File: config.mk
export PLATFORM = sky130hd
export DESIGN_NAME = soh_eot_checksum_deframer_core
export DESIGN_NICKNAME = d
export VERILOG_FILES = /design/src/sed_pkg.sv /design/src/soh_eot_checksum_deframer_core.sv /design/src/sed_frame_ctl.sv /design/src/sed_out_reg.sv
export SDC_FILE = /design/constraint.sdc
export NUM_CORES = 1
export LEC_CHECK = 0
export BUFFER_PORTS_ARGS = -buffer_cell sky130_fd_sc_hd__buf_2
export CAP_MARGIN = 40
export CORE_ASPECT_RATIO = 1.4
export CORE_MARGIN = 1
export CORE_UTILIZATION = 45
export CTS_BUF_LIST = sky130_fd_sc_hd__clkbuf_4 sky130_fd_sc_hd__clkbuf_8 sky130_fd_sc_hd__clkbuf_16
export DETAILED_ROUTE_END_ITERATION = 7
export GPL_TIMING_DRIVEN = 0
export PLACE_DENSITY = 0.72
export SLEW_MARGIN = 20
export SYNTH_ARGS = -nofsm -noshare
export SYNTH_HDL_FRONTEND = slang
export SYNTH_SLANG_ARGS = --single-unit
File: constraint.sdc
create_clock -name clk -period 3.32 [get_ports clk]
set_clock_uncertainty 0.15 [all_clocks]
set_input_delay 0.166 -clock clk [delete_from_list [all_inputs] [get_ports clk]]
set_output_delay 0.166 -clock clk [all_outputs]
set_load 0.02 [all_outputs]
File: src/sed_pkg.sv
// shared types, codes and helpers for the soh/eot checksum deframer
// no dependencies; imported by every module of the block
`default_nettype none
package sed_pkg;

	localparam logic [7:0] SOH_CODE = 8'h01;
	localparam logic [7:0] EOT_CODE = 8'h04;
	localparam logic [7:0] PROTO_ID = 8'h4E;
	localparam logic [2:0] COUNT_MAX = 3'd4;

	localparam logic ITEM_PAYLOAD = 1'b0;
	localparam logic ITEM_STATUS  = 1'b1;

	localparam logic [1:0] STATUS_GOOD      = 2'd0;
	localparam logic [1:0] STATUS_CHECKSUM  = 2'd1;
	localparam logic [1:0] STATUS_PROTO     = 2'd2;
	localparam logic [1:0] STATUS_TOO_SHORT = 2'd3;

	typedef struct packed {
		logic       item_kind;
		logic [7:0] payload_byte;
		logic [1:0] frame_status;
	} result_t;

	// upper-case ascii hex digit for one nibble
	function automatic logic [7:0] hex_char(input logic [3:0] nib);
		logic [7:0] c;
		if (nib < 4'd10)
			c = 8'h30 + {4'd0, nib};
		else
			c = 8'h41 + {4'd0, nib} - 8'd10;
		return c;
	endfunction

endpackage
`default_nettype wire

File: src/soh_eot_checksum_deframer_core.sv
// top level of the soh/eot checksum deframer: input register, frame logic, output register
// depends on sed_pkg, sed_frame_ctl and sed_out_reg
//
// usage: link bytes enter on rx_byte with in_valid/in_ready; results leave on
// item_kind, payload_byte and frame_status with out_valid/out_ready.
// every accepted byte updates the frame state and yields zero or one result:
// a payload byte (body bytes from the third up to the checksum) or, at eot
// inside a frame, one status transaction (good, checksum, protocol id, short).
// a result goes through the input register, then the output register, to out_valid.
// throughput: one byte per cycle while out_ready stays high; the input and output
// registers each hold one transaction, so a new byte is taken while a result waits.
// when out_ready is low and a result is pending, the byte in the input stage
// waits and in_ready drops once that stage is full.
// reset clears the frame state (no frame open) and empties both stages.
`default_nettype none
module soh_eot_checksum_deframer_core (
	input  wire logic       clk,
	input  wire logic       arst_n,
	input  wire logic       in_valid,
	output logic            in_ready,
	input  wire logic [7:0] rx_byte,
	output logic            out_valid,
	input  wire logic       out_ready,
	output logic            item_kind,
	output logic [7:0]      payload_byte,
	output logic [1:0]      frame_status
);
	import sed_pkg::*;

	logic       valid_s1;
	logic [7:0] rx_byte_s1;
	logic       out_free;
	logic       adv;
	logic       res_valid;
	result_t    res;
	result_t    res_q;

	assign adv      = valid_s1 && out_free;
	assign in_ready = !valid_s1 || out_free;

	always_ff @(posedge clk or negedge arst_n) begin
		if (!arst_n) begin
			valid_s1 <= 1'b0;
		end else if (in_ready) begin
			valid_s1 <= in_valid;
		end
	end

	always_ff @(posedge clk) begin
		if (in_ready && in_valid)
			rx_byte_s1 <= rx_byte;
	end

	sed_frame_ctl u_frame (
		.clk        (clk),
		.arst_n     (arst_n),
		.en         (adv),
		.rx_byte_s1 (rx_byte_s1),
		.res_valid  (res_valid),
		.res        (res)
	);

	sed_out_reg u_out (
		.clk       (clk),
		.arst_n    (arst_n),
		.load      (adv && res_valid),
		.res       (res),
		.free      (out_free),
		.out_ready (out_ready),
		.out_valid (out_valid),
		.res_q     (res_q)
	);

	assign item_kind    = res_q.item_kind;
	assign payload_byte = res_q.payload_byte;
	assign frame_status = res_q.frame_status;

endmodule
`default_nettype wire

File: src/sed_frame_ctl.sv
// frame tracking state, two-byte checksum delay and result generation
// depends on sed_pkg
`default_nettype none
module sed_frame_ctl (
	input  wire logic            clk,
	input  wire logic            arst_n,
	input  wire logic            en,
	input  wire logic [7:0]      rx_byte_s1,
	output logic                 res_valid,
	output sed_pkg::result_t     res
);
	import sed_pkg::*;

	logic       in_frame_q;
	logic [7:0] body_sum_q;
	logic [7:0] hold_near_q;
	logic [7:0] hold_far_q;
	logic [2:0] byte_count_q;
	logic [7:0] first_byte_q;

	logic       is_soh;
	logic       is_eot;
	logic [7:0] chk;
	logic [1:0] status;

	assign is_soh = (rx_byte_s1 == SOH_CODE);
	assign is_eot = (rx_byte_s1 == EOT_CODE);
	assign chk    = 8'h00 - body_sum_q;

	always_comb begin
		if (byte_count_q < COUNT_MAX)
			status = STATUS_TOO_SHORT;
		else if (hold_far_q != hex_char(chk[7:4]) || hold_near_q != hex_char(chk[3:0]))
			status = STATUS_CHECKSUM;
		else if (first_byte_q != PROTO_ID)
			status = STATUS_PROTO;
		else
			status = STATUS_GOOD;
	end

	assign res_valid = !is_soh && in_frame_q && (is_eot || byte_count_q == COUNT_MAX);

	always_comb begin
		if (is_eot) begin
			res.item_kind    = ITEM_STATUS;
			res.payload_byte = 8'h00;
			res.frame_status = status;
		end else begin
			res.item_kind    = ITEM_PAYLOAD;
			res.payload_byte = hold_far_q;
			res.frame_status = STATUS_GOOD;
		end
	end

	always_ff @(posedge clk or negedge arst_n) begin
		if (!arst_n) begin
			in_frame_q   <= 1'b0;
			body_sum_q   <= 8'h00;
			hold_near_q  <= 8'h00;
			hold_far_q   <= 8'h00;
			byte_count_q <= 3'd0;
			first_byte_q <= 8'h00;
		end else if (en) begin
			if (is_soh || (in_frame_q && is_eot)) begin
				in_frame_q   <= is_soh;
				body_sum_q   <= 8'h00;
				hold_near_q  <= 8'h00;
				hold_far_q   <= 8'h00;
				byte_count_q <= 3'd0;
				first_byte_q <= 8'h00;
			end else if (in_frame_q) begin
				if (byte_count_q == 3'd0)
					first_byte_q <= rx_byte_s1;
				if (byte_count_q >= 3'd2)
					body_sum_q <= body_sum_q + hold_far_q;
				hold_far_q  <= hold_near_q;
				hold_near_q <= rx_byte_s1;
				if (byte_count_q < COUNT_MAX)
					byte_count_q <= byte_count_q + 3'd1;
			end
		end
	end

endmodule
`default_nettype wire

File: src/sed_out_reg.sv
// output result register with valid/ready handshake
// depends on sed_pkg
`default_nettype none
module sed_out_reg (
	input  wire logic            clk,
	input  wire logic            arst_n,
	input  wire logic            load,
	input  wire sed_pkg::result_t res,
	output logic                 free,
	input  wire logic            out_ready,
	output logic                 out_valid,
	output sed_pkg::result_t     res_q
);
	import sed_pkg::*;

	logic out_valid_q;

	assign free      = !out_valid_q || out_ready;
	assign out_valid = out_valid_q;

	always_ff @(posedge clk or negedge arst_n) begin
		if (!arst_n) begin
			out_valid_q <= 1'b0;
		end else if (load) begin
			out_valid_q <= 1'b1;
		end else if (out_ready) begin
			out_valid_q <= 1'b0;
		end
	end

	always_ff @(posedge clk) begin
		if (load)
			res_q <= res;
	end

endmodule
`default_nettype wire

Yosys cells after proc, flatten, opt, wreduce, memory -nomap -nowiden --
Index checks and enable logic that the tools add are counted.
Cells by class: add/sub/neg operators 9, magnitude comparators 4, equality and inequality tests 6, mux-type cells 23, reductions and logical operators 25
Operators with widths (count):
- $mux 8 | 14
- $add 7x4->8 const A | 2
- $ne 8x8->1 | 2
- $sub 8x4->8 const B | 2
- $add 6x4->7 const A | 2
- $mux 11 | 1
- $reduce_bool 2->1 | 5
- $mux 3 | 3
- $reduce_and 3->1 | 3
- $add 8x8->8 | 1
- $eq 8x1->1 const B | 1
- $eq 8x3->1 const B | 1
- $lt 4x4->1 const B | 2
- $ne 8x7->1 const B | 1
- $sub 1x8->8 const A | 1
- $logic_and 1x1->1 | 6
- $mux 2 | 3
- $logic_or 1x1->1 | 5
- $reduce_and 2->1 | 2
- $add 3x1->3 const B | 1
- $eq 3x3->1 const B | 1
- $ge 3x2->1 const B | 1
- $logic_not 1->1 | 3
- $logic_not 3->1 | 1
- other kinds (2) | 3
Storage, ports and cells: flip-flop bits (word level) 57, logic and storage cells 79

Longest topological paths before layout --
word-level depth 10, gate-level depth with buffers 11

By module --
From an unflattened synthesis, not the netlist that was laid out.
Unflattened totals: cells, all modules 317, area total of the unflattened synthesis 3171.8 µm²
By module, submodules not included:
- sed_frame_ctl | times used 1, cells an instance 289, area an instance 2487.4 µm²
- sed_out_reg | times used 1, cells an instance 14, area an instance 377.9 µm²
- soh_eot_checksum_deframer_core | times used 1, cells an instance 14, area an instance 306.5 µm²

Worst setup path after synthesis --
No wires, ideal clock.
path kind register to register, start point register rx_byte_s1[3], end point register, netlist name u_out.res_q[0], library setup time 397 ps, arrival time 2089 ps, required time 2773 ps, setup slack 684 ps, stages on the path, launching flop included 7, period minus slack after synthesis 2636 ps, cell sequence edfxtp_1 nor4_2 nand2_1 nor2_1 a21o_1 a32oi_1 nor3b_1
Between the ends: longest elaborated chain between the ends 5, elaborated cells on any way between the ends 7, those cells by class 2 x eq/ne; 5 x reduce/logical
Ends and longest elaborated chain:
- start: declaration | line soh_eot_checksum_deframer_core.sv:31 | logic [7:0] rx_byte_s1;
- start signal: assignment | line soh_eot_checksum_deframer_core.sv:51 | rx_byte_s1 <= rx_byte;
- $eq 8x1->1 | line sed_frame_ctl.sv:26 | assign is_soh = (rx_byte_s1 == SOH_CODE);
- $logic_not 1->1 | line sed_frame_ctl.sv:41 | assign res_valid = !is_soh && in_frame_q && (is_eot || byte_count_q == COUNT_MAX);
- $logic_and 1x1->1 | line sed_frame_ctl.sv:41
- $logic_and 1x1->1 (*) | line sed_frame_ctl.sv:41
- $logic_and 1x1->1 (*) | line soh_eot_checksum_deframer_core.sv:66 | .load (adv && res_valid),
- net u_out.load | line sed_out_reg.sv:7 | input wire logic load,
The timed path passes the listed nets; every way through them passes the cells marked *. A chain may end at the register's enable or synchronous reset.

Final worst setup path --
start point register u_frame.body_sum_q[0], end point register, netlist name u_out.res_q[0]
Between the ends: longest elaborated chain between the ends 9, elaborated cells on any way between the ends 18, those cells by class 7 x add/sub; 2 x order compare; 2 x eq/ne; 6 x mux; 1 x reduce/logical
Ends and longest elaborated chain:
- start: declaration | line sed_frame_ctl.sv:15 | logic [7:0] body_sum_q;
- start signal: assignment | line sed_frame_ctl.sv:75 | body_sum_q <= body_sum_q + hold_far_q;
- $sub 1x8->8 (*) | line sed_frame_ctl.sv:28 | assign chk = 8'h00 - body_sum_q;
- $add 7x4->8 | line sed_pkg.sv:31 | c = 8'h41 + {4'd0, nib} - 8'd10;
- $sub 8x4->8 | line sed_pkg.sv:31
- $mux 8 | line sed_pkg.sv:28 | if (nib < 4'd10)
- $mux 8 | line sed_frame_ctl.sv:31 | if (byte_count_q < COUNT_MAX)
- $ne 8x8->1 | line sed_frame_ctl.sv:33 | else if (hold_far_q != hex_char(chk[7:4]) || hold_near_q != hex_char(chk[3:0]))
- $logic_or 1x1->1 (*) | line sed_frame_ctl.sv:33
- $mux 2 (*) | line sed_frame_ctl.sv:33
- $mux 2 (*) | line sed_frame_ctl.sv:31
Mark *: on every way between the ends. The rest lies on a longest branch, timed or not. The select of a mux whose other input is x is not followed.

==> summary.md <==
| Metric | Value |
|---|---|
| Status | completed |
| Flops & latches, synth | 57 |
| Crit share post-route | 88.5% |
| Area leader, netlist | dfrtp_1 |
| Max-slew headroom | 46.4% |
| # diodes | 0 |
| CP peak stage delay | 0.50 ns |
| Post-Synthesis Cells | 320 |
| Nature of the critical path endpoint | flip-flop |
| Setup TNS | 0 ns |
| Final hold violations | 0 |
| Ys Warns | 0 |
| CTS Buf Count | 9 |
| Initial antenna violation count | 0 |
| Peak fanout along the critical path | 7 |
| Dominant cells by area after synthesis | dfrtp_1 30%, edfxtp_1 18%, nand2_1 6.0%, ha_1 4.3%, xnor2_1 3.3% |
| Post-DP HPWL | 5.30 mm |
| Die Span Y | 101 um |
| Final Critical Period | 2.94 ns |
| Drt total wl | 7.08 mm |
| Largest net degree at the start of global routing | 28 |
| Starting Density | 47.4% |
| Post-CTS setup buffer count | 0 |
| Share of layout cells above drive strength 1 | 16.4% |
| H-tree Lvls | 3 |
| Slew @ Worst Pin | 0.797 ns |
| Synth Flop Type | dfrtp_1 |
| Final net count | 392 |
| CTS resizes | 0 |
| RSZ-0062 raised after global routing | false |
| Syn Nets | 344 |
| Required @ worst endpoint | 3.26 ns |
| Final Cell Area | 3770 um2 |
| Post-route ant nets | 0 |
| Global route overflow | 0 |
| CTS Hold Bufs | 11 |
| GP Congestion | 0.853 |
| Mapped cell area | 3180 um2 |
| Clock Latency Late Sink | 0.34 ns |
| Critical Path AT | 2.87 ns |
| Synth cell count leaders | 51 x nand2_1, 38 x dfrtp_1, 19 x edfxtp_1, 14 x inv_1, 14 x nor2_1 |
| PD cells | 986 nW/um2 |
| First-iteration detailed-routing DRC count | 115 |
| Startpoint Class | flip-flop |
| Clock transition at the registers of the reported paths | 0.06 ns |
| Max Buffers Root-to-Sink | 2 |
| Die X | 73.0 um |
| Post-synth EDFFs | 19 |
| Core area | 6700 um2 |
| Yosys top cell area share | 29.9% |
| CP delay by family, top | simple AND/OR/NAND/NOR gates |
| CP most frequent cell | ha_1 |
| IO buf count | 24 |
| Worst Hold Class | input pin to flip-flop |
| CTS sink count | 57 |
| Most frequent cell after synthesis | nand2_1 |
| Peak VDD IR | 0.000566 V |
| Sequential share of the synthesized area | 47.9% |
| Highest Clock Rate | 0.340 GHz |
| CP Class | flip-flop to flip-flop |
| Via count | 2503 |
| IO Pins | 25 |
| Buf/Inv on CP | 1 |
| CTS tree | built |
| Drt via density | 5.38 |
| Synth Area per Inst | 9.93 um2 |
| GRT Util Overall | 21.2% |
| First-pass GRT wire length | 11.6 mm |
| DR pass1 iterations | 4 |
| Async SR Flop Fraction | 66.7% |
| P&R area growth vs syn | 18.7% |
| Max Cap Viol | 0 |
| Slowest CP cell | dfrtp_1 |
| Pins Over Slew Limit | 0 |
| Die area | 7400 um2 |
| DP Area | 3440 um2 |
| Vias in the first global route | 2492 |
| FP Rows | 35 |
| Drt wl/cell | 15.2 um |
| Static Leak | 1.63 nW |
| DR DRC count | 0 |
| Yosys cell types | 54 |
| Cell chain of the critical path | inv_2 -> ha_1 -> nor3b_1 -> xor2_1 -> ha_1 -> nor4b_1 -> or3_1 -> mux2i_1 -> nand4_1 -> o21a_1 |
| Final setup viols | 0 |
| Root Driver | clkbuf_8 |
==> metrics by stage <==
step	hold slack, ns	std cells	power (W)	setup slack [ns]	utilization, %
6_report	0.0748	465	0.00372	0.383	56.3
5_1_grt	0.0724	465	0.00400	0.131	56.3
4_1_cts	0.0674	465	0.00373	0.364	56.3
3_5_place_dp	-0.0773	438	0.00303	0.376	51.4
3_3_place_gp	0.179	436	0.00294	0.161	50.9
2_1_floorplan	-0.280	320	0.00258	0.684	-
==> worst reg2reg max path, delay by kind of cell (launching register included) <==
kind	cells	cell delay, ns
AOI/OAI and AO/OA	1	0.21
muxes	1	0.16
and+or+nand+nor	4	0.86
adders and majority gates	2	0.43
buffers and inverters	1	0.12
DFF	1	0.50
xor gates and xnor gates	1	0.26
==> worst paths after layout <==
check | start | to | slack, ns | depth (start not counted)
worst max register to register | u_frame.body_sum_q[0]$_DFFE_PN0P_ | u_out.res_q[0]$_SDFFCE_PN0P_ | 0.38 | 10
worst max-delay path | u_frame.body_sum_q[0]$_DFFE_PN0P_ | u_out.res_q[0]$_SDFFCE_PN0P_ | 0.38 | 10
worst min-delay path | out_ready | u_out.out_valid$_DFFE_PN0P_ | 0.07 | 3
max in group asynchronous | arst_n | u_frame.byte_count_q[1]$_DFFE_PN0P_ | 2.48 | 3
worst min register to register | u_frame.first_byte_q[6]$_DFFE_PN0P_ | u_frame.first_byte_q[6]$_DFFE_PN0P_ | 0.34 | 1
min in group asynchronous | arst_n | u_frame.first_byte_q[7]$_DFFE_PN0P_ | 0.09 | 2
==> power breakdown <==
group	switching, W	internal (W)
clock	0.000259	0.000424
sequential	0.000269	0.00101
combinational	0.000974	0.000784
==> layer usage <==
layer / wire (um) / GRT usage (%) / vias to the layer above
li1: - / - / 1241
met1: 2690 / 20.9 / 1188
met2: 3880 / 38.8 / 51
met3: 193 / 5.57 / 23
met4: 310 / 13.3 / 0
met5: 0 / 0 / -
==> layout by cell type (no fill, tap or decap), types with 3 or more instances in the layout <==
master         instances
nand2_1               51
o21ai_0               11
nor4b_1                4
xor2_1                 4
o31a_1                 4
clkbuf_1               4
a21o_1                 4
nor2b_1                4
o31ai_1               10
o21ai_1               13
nor2_1                14
nand3_1               13
nor3_1                 3
inv_1                 14
clkbuf_8              12
dfrtp_1               38
xnor2_1               12
buf_2                 29
nand2b_1               8
a21oi_1               10
and2_1                11
ha_1                  11
buf_6                  3
nand3b_1               3
edfxtp_1              19
o211ai_1               3
mux2_1                 6
dlygate4sd3_1         11
==> registers in the layout, summed over array words and instances, names as in the netlist <==
signal / count
u_out.out_valid: 1
u_frame.in_frame_q: 1
valid_s1: 1
rx_byte_s1: 8
u_frame.hold_far_q: 8
u_frame.byte_count_q: 3
u_frame.body_sum_q: 8
u_frame.hold_near_q: 8
u_frame.first_byte_q: 8
u_out.res_q: 11
==> cells by family after synthesis <==
family | Yosys count | share of synthesized area, %
xor gates and xnor gates | 16 | 4.41
DFF | 57 | 47.9
and+or+nand+nor | 130 | 21.9
adders and majority gates | 12 | 4.96
muxes | 7 | 2.44
buffers and inverters | 28 | 4.21
AOI/OAI and AO/OA | 70 | 14.2
==> cell type report <==
class                      instances  area (um2)
sequential                        57        1520
buffer                            12        73.8
multi-input combinational        235        1530
timing repair buffer              37         258
tap                               92         115
clock buffer                      14         180
inverter                          16        60.1
fill                             576        2930
clock inverter                     2        35.0
Note: power is estimated with default switching activity, not from simulation.
